==> src/design/rc4_pkg.sv <==
// rc4_pkg: shared constants for the rc4 keystream cipher
// box geometry, default key store depth and request codes
// no dependencies

package rc4_pkg;

	localparam int unsigned BYTE_W      = 8;
	localparam int unsigned BOX_SIZE    = 256;
	localparam int unsigned KEY_MAX_DEF = 64;

	localparam logic REQ_KEY  = 1'b0;
	localparam logic REQ_DATA = 1'b1;

	typedef logic [BYTE_W-1:0] byte_t;

endpackage

==> src/design/rc4_stream_cipher.sv <==
// rc4_stream_cipher: rc4 key loader, key schedule and keystream generator
// single-port permutation box and key store driven by one sequencer
// depends on rc4_pkg
//
// channel | signals                                    | direction
// --------+--------------------------------------------+----------
// input   | in_valid, in_ready, req_type, byte_value,  | in
//         | key_last                                   |
// output  | out_valid, out_ready, out_byte             | out
//
// key byte: stored in idle with no box access; data byte: paced by the single box port
// (three reads and two writes per byte, one access per cycle)
// last key byte: box refill, then read i, read j, write i and write j steps per box entry
// after reset the box refill runs over all box entries with in_ready low
// a data byte waits in its last step while the output register is still full

module rc4_stream_cipher #(
	parameter int unsigned KEY_MAX = rc4_pkg::KEY_MAX_DEF
) (
	input  logic                clk,
	input  logic                arst_n,
	input  logic                in_valid,
	output logic                in_ready,
	input  logic                req_type,
	input  rc4_pkg::byte_t      byte_value,
	input  logic                key_last,
	output logic                out_valid,
	input  logic                out_ready,
	output rc4_pkg::byte_t      out_byte
);

	import rc4_pkg::*;

	localparam int unsigned CW = $clog2(KEY_MAX + 1);
	localparam int unsigned KW = (KEY_MAX > 1) ? $clog2(KEY_MAX) : 1;
	localparam byte_t BOX_LAST = byte_t'(BOX_SIZE - 1);

	typedef enum logic [3:0] {
		S_FILL,
		S_IDLE,
		S_K_RD_I,
		S_K_RD_J,
		S_K_WR_I,
		S_K_WR_J,
		S_D_RD_I,
		S_D_RD_J,
		S_D_WR_I,
		S_D_WR_J,
		S_D_RD_T,
		S_D_OUT
	} state_t;

	state_t          state_q;
	logic            sched_q;
	byte_t           n_q;
	byte_t           j_q;
	logic [KW-1:0]   pos_q;
	logic [CW-1:0]   key_count_q;
	byte_t           gi_q;
	byte_t           gj_q;
	byte_t           si_q;
	byte_t           sj_q;
	byte_t           data_q;
	byte_t           out_byte_q;
	logic            out_valid_q;

	byte_t           box_mem [0:BOX_SIZE-1];
	byte_t           box_rd_q;
	logic            box_we;
	logic            box_re;
	byte_t           box_addr;
	byte_t           box_wdata;

	byte_t           key_mem [0:KEY_MAX-1];
	byte_t           key_rd_q;
	logic            key_we;
	byte_t           kb;
	logic [CW-1:0]   pos_inc;

	logic            in_fire;

	assign in_ready  = (state_q == S_IDLE);
	assign in_fire   = in_valid && in_ready;
	assign out_valid = out_valid_q;
	assign out_byte  = out_byte_q;

	assign key_we  = in_fire && (req_type == REQ_KEY) && (key_count_q < CW'(KEY_MAX));
	assign kb      = (key_count_q == '0) ? '0 : key_rd_q;
	assign pos_inc = CW'(pos_q) + CW'(1);

	// box port control
	always_comb begin
		box_we    = 1'b0;
		box_re    = 1'b0;
		box_addr  = n_q;
		box_wdata = n_q;
		unique case (state_q)
			S_FILL: begin
				box_we    = 1'b1;
				box_addr  = n_q;
				box_wdata = n_q;
			end
			S_K_RD_I: begin
				box_re   = 1'b1;
				box_addr = n_q;
			end
			S_K_RD_J: begin
				box_re   = 1'b1;
				box_addr = j_q + box_rd_q + kb;
			end
			S_K_WR_I: begin
				box_we    = 1'b1;
				box_addr  = n_q;
				box_wdata = box_rd_q;
			end
			S_K_WR_J: begin
				box_we    = 1'b1;
				box_addr  = j_q;
				box_wdata = si_q;
			end
			S_D_RD_I: begin
				box_re   = 1'b1;
				box_addr = gi_q;
			end
			S_D_RD_J: begin
				box_re   = 1'b1;
				box_addr = gj_q + box_rd_q;
			end
			S_D_WR_I: begin
				box_we    = 1'b1;
				box_addr  = gi_q;
				box_wdata = box_rd_q;
			end
			S_D_WR_J: begin
				box_we    = 1'b1;
				box_addr  = gj_q;
				box_wdata = si_q;
			end
			S_D_RD_T: begin
				box_re   = 1'b1;
				box_addr = si_q + sj_q;
			end
			S_IDLE, S_D_OUT: begin
				box_we = 1'b0;
				box_re = 1'b0;
			end
			default: begin
				box_we = 1'b0;
				box_re = 1'b0;
			end
		endcase
	end

	always_ff @(posedge clk) begin
		if (box_we) begin
			box_mem[box_addr] <= box_wdata;
		end else if (box_re) begin
			box_rd_q <= box_mem[box_addr];
		end
	end

	always_ff @(posedge clk) begin
		if (key_we) begin
			key_mem[key_count_q[KW-1:0]] <= byte_value;
		end
		key_rd_q <= key_mem[pos_q];
	end

	always_ff @(posedge clk or negedge arst_n) begin
		if (!arst_n) begin
			state_q     <= S_FILL;
			sched_q     <= 1'b0;
			n_q         <= '0;
			j_q         <= '0;
			pos_q       <= '0;
			key_count_q <= '0;
			gi_q        <= '0;
			gj_q        <= '0;
			out_valid_q <= 1'b0;
		end else begin
			if (out_valid_q && out_ready && (state_q != S_D_OUT)) begin
				out_valid_q <= 1'b0;
			end
			unique case (state_q)
				S_FILL: begin
					n_q <= n_q + 8'd1;
					if (n_q == BOX_LAST) begin
						j_q   <= '0;
						pos_q <= '0;
						state_q <= sched_q ? S_K_RD_I : S_IDLE;
					end
				end
				S_IDLE: begin
					if (in_fire) begin
						if (req_type == REQ_KEY) begin
							if (key_count_q < CW'(KEY_MAX)) begin
								key_count_q <= key_count_q + CW'(1);
							end
							if (key_last) begin
								sched_q <= 1'b1;
								n_q     <= '0;
								state_q <= S_FILL;
							end
						end else begin
							data_q  <= byte_value;
							gi_q    <= gi_q + 8'd1;
							state_q <= S_D_RD_I;
						end
					end
				end
				S_K_RD_I: begin
					state_q <= S_K_RD_J;
				end
				S_K_RD_J: begin
					si_q    <= box_rd_q;
					j_q     <= j_q + box_rd_q + kb;
					state_q <= S_K_WR_I;
				end
				S_K_WR_I: begin
					state_q <= S_K_WR_J;
				end
				S_K_WR_J: begin
					pos_q <= (pos_inc >= key_count_q) ? '0 : pos_inc[KW-1:0];
					n_q   <= n_q + 8'd1;
					if (n_q == BOX_LAST) begin
						gi_q        <= '0;
						gj_q        <= '0;
						key_count_q <= '0;
						sched_q     <= 1'b0;
						state_q     <= S_IDLE;
					end else begin
						state_q <= S_K_RD_I;
					end
				end
				S_D_RD_I: begin
					state_q <= S_D_RD_J;
				end
				S_D_RD_J: begin
					si_q    <= box_rd_q;
					gj_q    <= gj_q + box_rd_q;
					state_q <= S_D_WR_I;
				end
				S_D_WR_I: begin
					sj_q    <= box_rd_q;
					state_q <= S_D_WR_J;
				end
				S_D_WR_J: begin
					state_q <= S_D_RD_T;
				end
				S_D_RD_T: begin
					state_q <= S_D_OUT;
				end
				S_D_OUT: begin
					if (!out_valid_q || out_ready) begin
						out_byte_q  <= data_q ^ box_rd_q;
						out_valid_q <= 1'b1;
						state_q     <= S_IDLE;
					end
				end
				default: begin
					state_q <= S_IDLE;
				end
			endcase
		end
	end

	// a result only appears at the end of a data transaction
	a_out_from_data: assert property (@(posedge clk) disable iff (!arst_n)
		$rose(out_valid_q) |-> $past(state_q == S_D_OUT))
		else $error("output valid rose outside the data output step");

	// key store never overfills
	a_key_count: assert property (@(posedge clk) disable iff (!arst_n)
		key_count_q <= CW'(KEY_MAX))
		else $error("key count above key store depth");

	// schedule only walks held key bytes
	a_pos_range: assert property (@(posedge clk) disable iff (!arst_n)
		(state_q == S_K_RD_I) |-> (CW'(pos_q) < key_count_q))
		else $error("key position outside held key");

	// the first and last box steps of each schedule entry keep the schedule flag set
	a_sched_flag: assert property (@(posedge clk) disable iff (!arst_n)
		(state_q == S_K_RD_I || state_q == S_K_WR_J) |-> sched_q)
		else $error("key schedule step without schedule flag");

endmodule
==> config.mk <==
export PLATFORM = sky130hd
export DESIGN_NAME = rc4_stream_cipher
export DESIGN_NICKNAME = d
export VERILOG_FILES = /design/src/design/rc4_pkg.sv /design/src/design/rc4_stream_cipher.sv
export SDC_FILE = /design/constraint.sdc
export NUM_CORES = 2
export LEC_CHECK = 0
export ABC_AREA = 1
export BUFFER_PORTS_ARGS = -buffer_cell sky130_fd_sc_hd__buf_4
export CAP_MARGIN = 20
export CORE_AREA = 5 5 621 623
export DETAILED_ROUTE_END_ITERATION = 8
export DIE_AREA = 0 0 626 628
export HOLD_SLACK_MARGIN = 0.03
export PLACE_DENSITY = 0.52
export SETUP_SLACK_MARGIN = 0.05
export SLEW_MARGIN = 15
export SYNTH_ARGS = -nofsm -noshare
export SYNTH_HDL_FRONTEND = slang
export SYNTH_SLANG_ARGS = --single-unit
==> constraint.sdc <==
create_clock -name clk -period 18.1 [get_ports clk]
set_input_delay 4.525 -clock clk [delete_from_list [all_inputs] [get_ports clk]]
set_output_delay 4.525 -clock clk [all_outputs]
set_load 0.005 [all_outputs]
; ---- After elaboration in Yosys (flattened, before gate mapping)
; Memories as Yosys holds them, arrays and structs flattened. A register that Yosys moved wholly into a read port is not among the register bits.
; Cells that the tools add are included.
[word_totals]
memories = 2
regBits = 83
out_inout_bits = 10
ramBits = 2560
in_bits = 14
[memory_table]
columns = memory, words, word_bits, rd, rd_ports_with_merged_regs, write_ports, line_no
row1 = box_mem, 256, 8, 1, 1, 1, rc4_stream_cipher.sv:67  ; byte_t box_mem [0:BOX_SIZE-1];
row2 = key_mem, 64, 8, 1, 1, 1, rc4_stream_cipher.sv:74  ; byte_t key_mem [0:KEY_MAX-1];
[classes]
reduce_logical = 34
n_bitwise = 3
muxes = 43
n_lt_le_gt_ge = 2
n_eq_ne = 22
add_sub_neg = 8
[op_table]
columns = op, count
row1 = $pmux 8 s2, 5
row2 = $mux 8, 7
row3 = $pmux 4 s12, 1
row4 = $pmux 8 s6, 1
row5 = $add 8x8->8, 4
row6 = $mux 7, 4
row7 = $mux 4, 5
row8 = $add 8x1->8 const B, 2
row9 = $eq 4x3->1 const B, 4
row10 = $eq 4x4->1 const B, 4
row11 = $reduce_and 4->1, 4
row12 = $pmux 7 s2, 1
row13 = $mux 1, 13
row14 = $mux 6, 2
row15 = $pmux 6 s2, 1
row16 = $reduce_and 2->1, 6
row17 = $reduce_and 5->1, 2
row18 = $reduce_bool 2->1, 5
row19 = $reduce_or 2->1, 5
row20 = $reduce_or 5->1, 2
row21 = $eq 4x2->1 const B, 2
row22 = $eq 8x8->1 const B, 1
row23 = $ne 2x1->1 const B, 4
row24 = $ne 2x2->1 const B, 4
row25 = other kinds (17), 23

; ---- Logic depth before layout (Yosys ltp)
[depth]
word_depth = 6
depth_mapped = 29
ltp_nobuf = 27

; ---- Worst setup path before layout
; Ideal clock, no wire load.
[synth_path]
path_kind = input port to flip-flop
start = in req_type
end = mem key_mem[0][0] (netlist name) (enable)
n_path_buf = 0
stages = 7
t_arrival_ns = 5.663
setup_time_ns = 0.370
setup_slack_ns = 12.066
path_cell_list = inv_1 -> nand2_1 -> nor2_1 -> inv_1 -> nor2_1 -> nand3_1 -> nor2_1
[synth_between]
elab_chain_cells = 5
[synth_rtl]
columns = element, line_no
row1 = from (decl), rc4_stream_cipher.sv:24  ; input logic req_type,
row2 = $not 1->1, --
row3 = $logic_and 1x1->1 (2 in a row), rc4_stream_cipher.sv:87  ; assign key_we = in_fire && (req_type == REQ_KEY) && (key_count_q < CW'(KEY_MAX));
row4 = $mux 1, rc4_stream_cipher.sv:163  ; if (key_we) begin
row5 = $mux 1 (implied by the code), rc4_stream_cipher.sv:164  ; key_mem[key_count_q[KW-1:0]] <= byte_value;
row6 = to (decl), rc4_stream_cipher.sv:74
; Every way passes these cells.

; ---- Worst setup path after layout
[layout_path]
start = reg key_count_q[5]
end = mem box_mem[88][5] (netlist name) (enable)
[layout_between]
elab_chain_cells = 4
[layout_rtl]
columns = element, line_no
row1 = from (decl), rc4_stream_cipher.sv:58  ; logic [CW-1:0] key_count_q;
row2 = from (signal assigned), rc4_stream_cipher.sv:197  ; key_count_q <= key_count_q + CW'(1);
row3 = $logic_not 7->1, rc4_stream_cipher.sv:88  ; assign kb = (key_count_q == '0) ? '0 : key_rd_q;
row4 = $mux 8, rc4_stream_cipher.sv:88
row5 = $add 8x8->8, rc4_stream_cipher.sv:109  ; box_addr = j_q + box_rd_q + kb;
row6 = $pmux 8 s6, rc4_stream_cipher.sv:97  ; unique case (state_q)
row7 = to (decl), rc4_stream_cipher.sv:67
; Every way passes these cells.

==> summary.md <==
| Metric | Value |
|---|---|
| Cells after Synth | `between 10000 and 15000` |
| Die area | `a little under 400000 um^2` |
| R2r setup slk | `about 10 ns` |
| GRT met3 Usage | `0.0228` |
| Clk network pwr share | `0.233` |
| CP endpoint kind | `flip-flop` |
| Setup TNS | `0 ns` |
| Die width | `between 600 and 700 um` |
| H-tree levels | `5` |
| Core ar. | `380000 um^2` |
| Post-synth EDFFs | `2600` |
| Global placement routability congestion | `around 0.83` |
| Crit path from | `key_count_q[5]$_DFFE_PN0P_` |
| Met1 GRT Util | `0.235` |
| Ys Warns | `0` |
| Post-route cell area | `128000 um^2` |
| Crit path arrival time | `between 8 and 9 ns` |
| Crit-path cells | `inv_1 > nand2_1 > nor2_1 > nand4_1 > inv_1 > nor2_1 > fa_1 > ha_1 > inv_1 > fa_1 > or2_1 > nand4_1 > o21bai_1 > nor2b_4 > buf_4 > buf_4 > nand2_2 > nor2_1` |
| Gr busiest metal | `met2` |
| Die height | `roughly 630 um` |
| Flip-flop and latch count after synthesis | `between 2000 and 3000` |
| Netlist cell types | `just over 50` |
| Worst R2R Start | `key_count_q[5]$_DFFE_PN0P_` |
| Final #Nets | `around 11000` |
| Row count | `between 200 and 250` |
| Total power | `roughly 0.026 W` |
| Final WL | `~330000 um` |
| Post-CTS setup buffer count | `0` |
| Number of fillers in the final layout | `approximately 38000` |
| CTS tree | `done` |
| Detailed Place HPWL | `between 150000 and 200000 um` |
| Avg Cell Area, Syn | `10.5 um^2` |
| Hold WC Path Type | `flip-flop to flip-flop` |
| Io pins | `24` |
| Cell Pwr Density | `~200 nW/um^2` |
| Met2 Resource Use GR | `0.250` |
| # clock sinks | `around 2700` |
| Worst Skew | `0.0518 ns` |
| Area leader, netlist | `edfxtp_1` |
| Fin crit share | `0.431` |
| Final hold vios | `0` |
| WL/cell | `20.8 um` |
| Top cells by area, synth | `edfxtp_1 (69%), nand2_1 (17%), nor2_1 (2.7%)` |
| Vias | `75800` |
| Critical path class | `flip-flop to flip-flop` |
| Clock-pin slew on the worst setup and hold paths | `around 0.06 ns` |
| Worst setup SP type | `flip-flop` |
| R2r worst-path depth | `18` |
| Sequential power share | `0.308` |
| Ys flop type | `edfxtp_1` |
| Initial antenna violation count | `6` |
| Critical Path Sink | `box_mem[88][5]$_DFFE_PP_` |
| Register area share after synthesis | `0.703` |
| CP required | `18.61 ns` |
| Clock latency on the worst-skew pair | `0.90 ns` |
| GR Overflow Total | `0` |
| Status | `finished clean` |
| Root Driver | `clkbuf_16` |
| Area grow syn2layout | `12.8%` |
| Crit-path slowest cell | `nand2_2` |
| Initial Utilization | `0.298` |
| Min Tclk post-route | `around 8 ns` |
| DRT antenna net count | `0` |
| Clock Tree Buf Depth | `4` |
| Combinational share of power | `0.459` |
| Initial DRC Count | `approximately 6800` |
| Switch share | `0.459` |
| P_int | `0.0138 W` |
| Hold buffers post-CTS | `0` |
| PortBufs | `23` |
| Crit path max fanout | `between 50 and 60` |
| Peak VDD IR | `about 0.32 mV` |
| Dpl cell area | `roughly 120000 um^2` |
| Fmax achieved | `about 130 MHz` |
| Pin count of the biggest net entering global routing | `about 190` |
| Post-CTS sizing | `0` |
| Count leader, synth | `nand2_1` |
| FF-to-FF End | `box_mem[88][5]$_DFFE_PP_` |
| Final Max Tran Viols | `0` |
| Fraction of registers with async set or reset after synthesis | `0.0192` |
| Maximum capacitance violations | `0` |
| Share of layout cells above drive strength 1 | `0.0561` |
| DRC viols | `0` |
| Pin slew with the least headroom to its limit | `roughly 1.2 ns` |
| First-pass GRT wire length | `489000 um` |
| Mapped Nets | `approximately 11000` |
| Max incr delay on CP | `~0.90 ns` |
| Fin util | `0.336` |
| Final setup viols | `0` |
| All-layer global routing usage | `0.162` |
| Max-slew headroom | `0.187` |
| Synth top cells by count | `nand2_1 (5263), edfxtp_1 (2600), nor2_1 (810)` |
| Static leakage | `around 49 nW` |
| CTS Buf Count | `between 300 and 400` |
| TritonRoute pass-1 iters | `8` |
| Vias in the first global route | `around 73000` |
| Vias/cell | `4.79` |
| RSZ-0062 raised after global routing | `no` |
| Proportion of netlist area held by the largest area contributor | `0.690` |
| Switching power of the nets | `0.0117 W` |
| Synthesized cell area | `113000 um^2` |
-- registers in the layout (all words and copies together), names as in the netlist --
name,flops
gi_q,8
sched_q,1
box_mem,2048
state_q,4
out_byte,8
sj_q,8
si_q,8
box_rd_q,8
key_rd_q,8
gj_q,8
n_q,8
data_q,8
key_mem,512
j_q,8
pos_q,6
key_count_q,7
out_valid,1
-- logic make-up (layout without fill, tap and decap cells) --
kind of cell	count (synthesis)	in the layout	share of synthesized area
buffers and inverters	755	788	0.0287
other	0	2	0
AND/OR/NAND/NOR	6537	6537	0.227
flip-flops	2659	2659	0.703
adder cells (fa/ha/maj)	42	42	0.00531
XOR/XNOR	19	19	0.00147
AO/OA/AOI/OAI	731	731	0.0353
-- metrics by stage --
| stage | worst slack, ns | instances | hold WS, ns |
|---|---|---|---|
| global route | 9.91 | 15800 | 0.574 |
| floorplan | 12.07 | 10700 | 0.505 |
| global placement | 10.41 | 15300 | 0.543 |
| CTS | 10.38 | 15800 | 0.556 |
| finish | 10.31 | 15800 | 0.557 |
| detailed placement | 10.42 | 15300 | 0.549 |
-- power groups by stage --
stage | sequential (W) | clock (W) | combinational [W]
after floorplan | 0.00822 | 0 | 0.00730
after global placement | 0.00798 | 0 | 0.0118
after detailed placement | 0.00799 | 0 | 0.0117
after CTS | 0.00786 | 0.00604 | 0.0118
after global routing | 0.00788 | 0.00630 | 0.0129
final | 0.00786 | 0.00594 | 0.0117
-- cell usage in the layout (no fill, tap or decap), types with 16 or more instances in the layout --
cell type,instances
buf_12,21
ha_1,32
dfrtp_1,48
nand2_1,5247
clkbuf_1,53
nor3_1,16
clkinv_1,79
o21ai_1,83
bufinv_16,20
a21oi_1,36
inv_1,109
clkbuf_16,309
o22ai_1,162
nand3_1,44
edfxtp_1,2600
buf_4,101
o21ai_0,406
nand2_2,18
nand4_1,361
nor2_1,809
clkinv_2,49
-- metal layers --
metal,share of wire,wire length (um)
met1,0.46,151000
met4,0.028,9190
met5,0,0
met2,0.45,149000
met3,0.061,20000
-- how the worst min path moves through the flow --
| stage | slack, ns | cells past startpoint | end | from |
|---|---|---|---|---|
| 6_report | 0.56 | 1 | out_byte[6]$_DFFE_PP_ | data_q[6]$_DFFE_PP_ |
| 5_1_grt | 0.57 | 1 | out_byte[7]$_DFFE_PP_ | data_q[7]$_DFFE_PP_ |
| 4_1_cts | 0.56 | 1 | out_byte[6]$_DFFE_PP_ | data_q[6]$_DFFE_PP_ |
| 3_5_place_dp | 0.55 | 1 | out_byte[5]$_DFFE_PP_ | data_q[5]$_DFFE_PP_ |
| 3_3_place_gp | 0.54 | 1 | gi_q[1]$_DFFE_PN0P_ | gi_q[1]$_DFFE_PN0P_ |
| 2_1_floorplan | 0.51 | 1 | gi_q[0]$_DFFE_PN0P_ | gi_q[0]$_DFFE_PN0P_ |
-- worst max-delay path: cells and delay by family, from the launching register on --
family                   cells  cell delay [ns]
buffers and inverters        5             1.85
adder cells (fa/ha/maj)      3             1.17
AO/OA/AOI/OAI                1             0.47
flip-flops                   1             0.42
AND/OR/NAND/NOR              9             3.30
-- cell type report --
| class | count | area [um^2] | share of cell area |
|---|---|---|---|
| clock inverters | 176 | 1540 | 0.0121 |
| repair buffers | 124 | 1230 | 0.00966 |
| well taps | 5038 | 6300 | 0.0494 |
| diodes | 2 | 5.00 | 0.0000392 |
| clock buffers | 363 | 7950 | 0.0622 |
| flip-flops and latches | 2659 | 79500 | 0.623 |
| multi-input cells | 7329 | 30600 | 0.240 |
| inverters | 125 | 497 | 0.00389 |
Note: power is estimated with default switching activity, not from simulation.
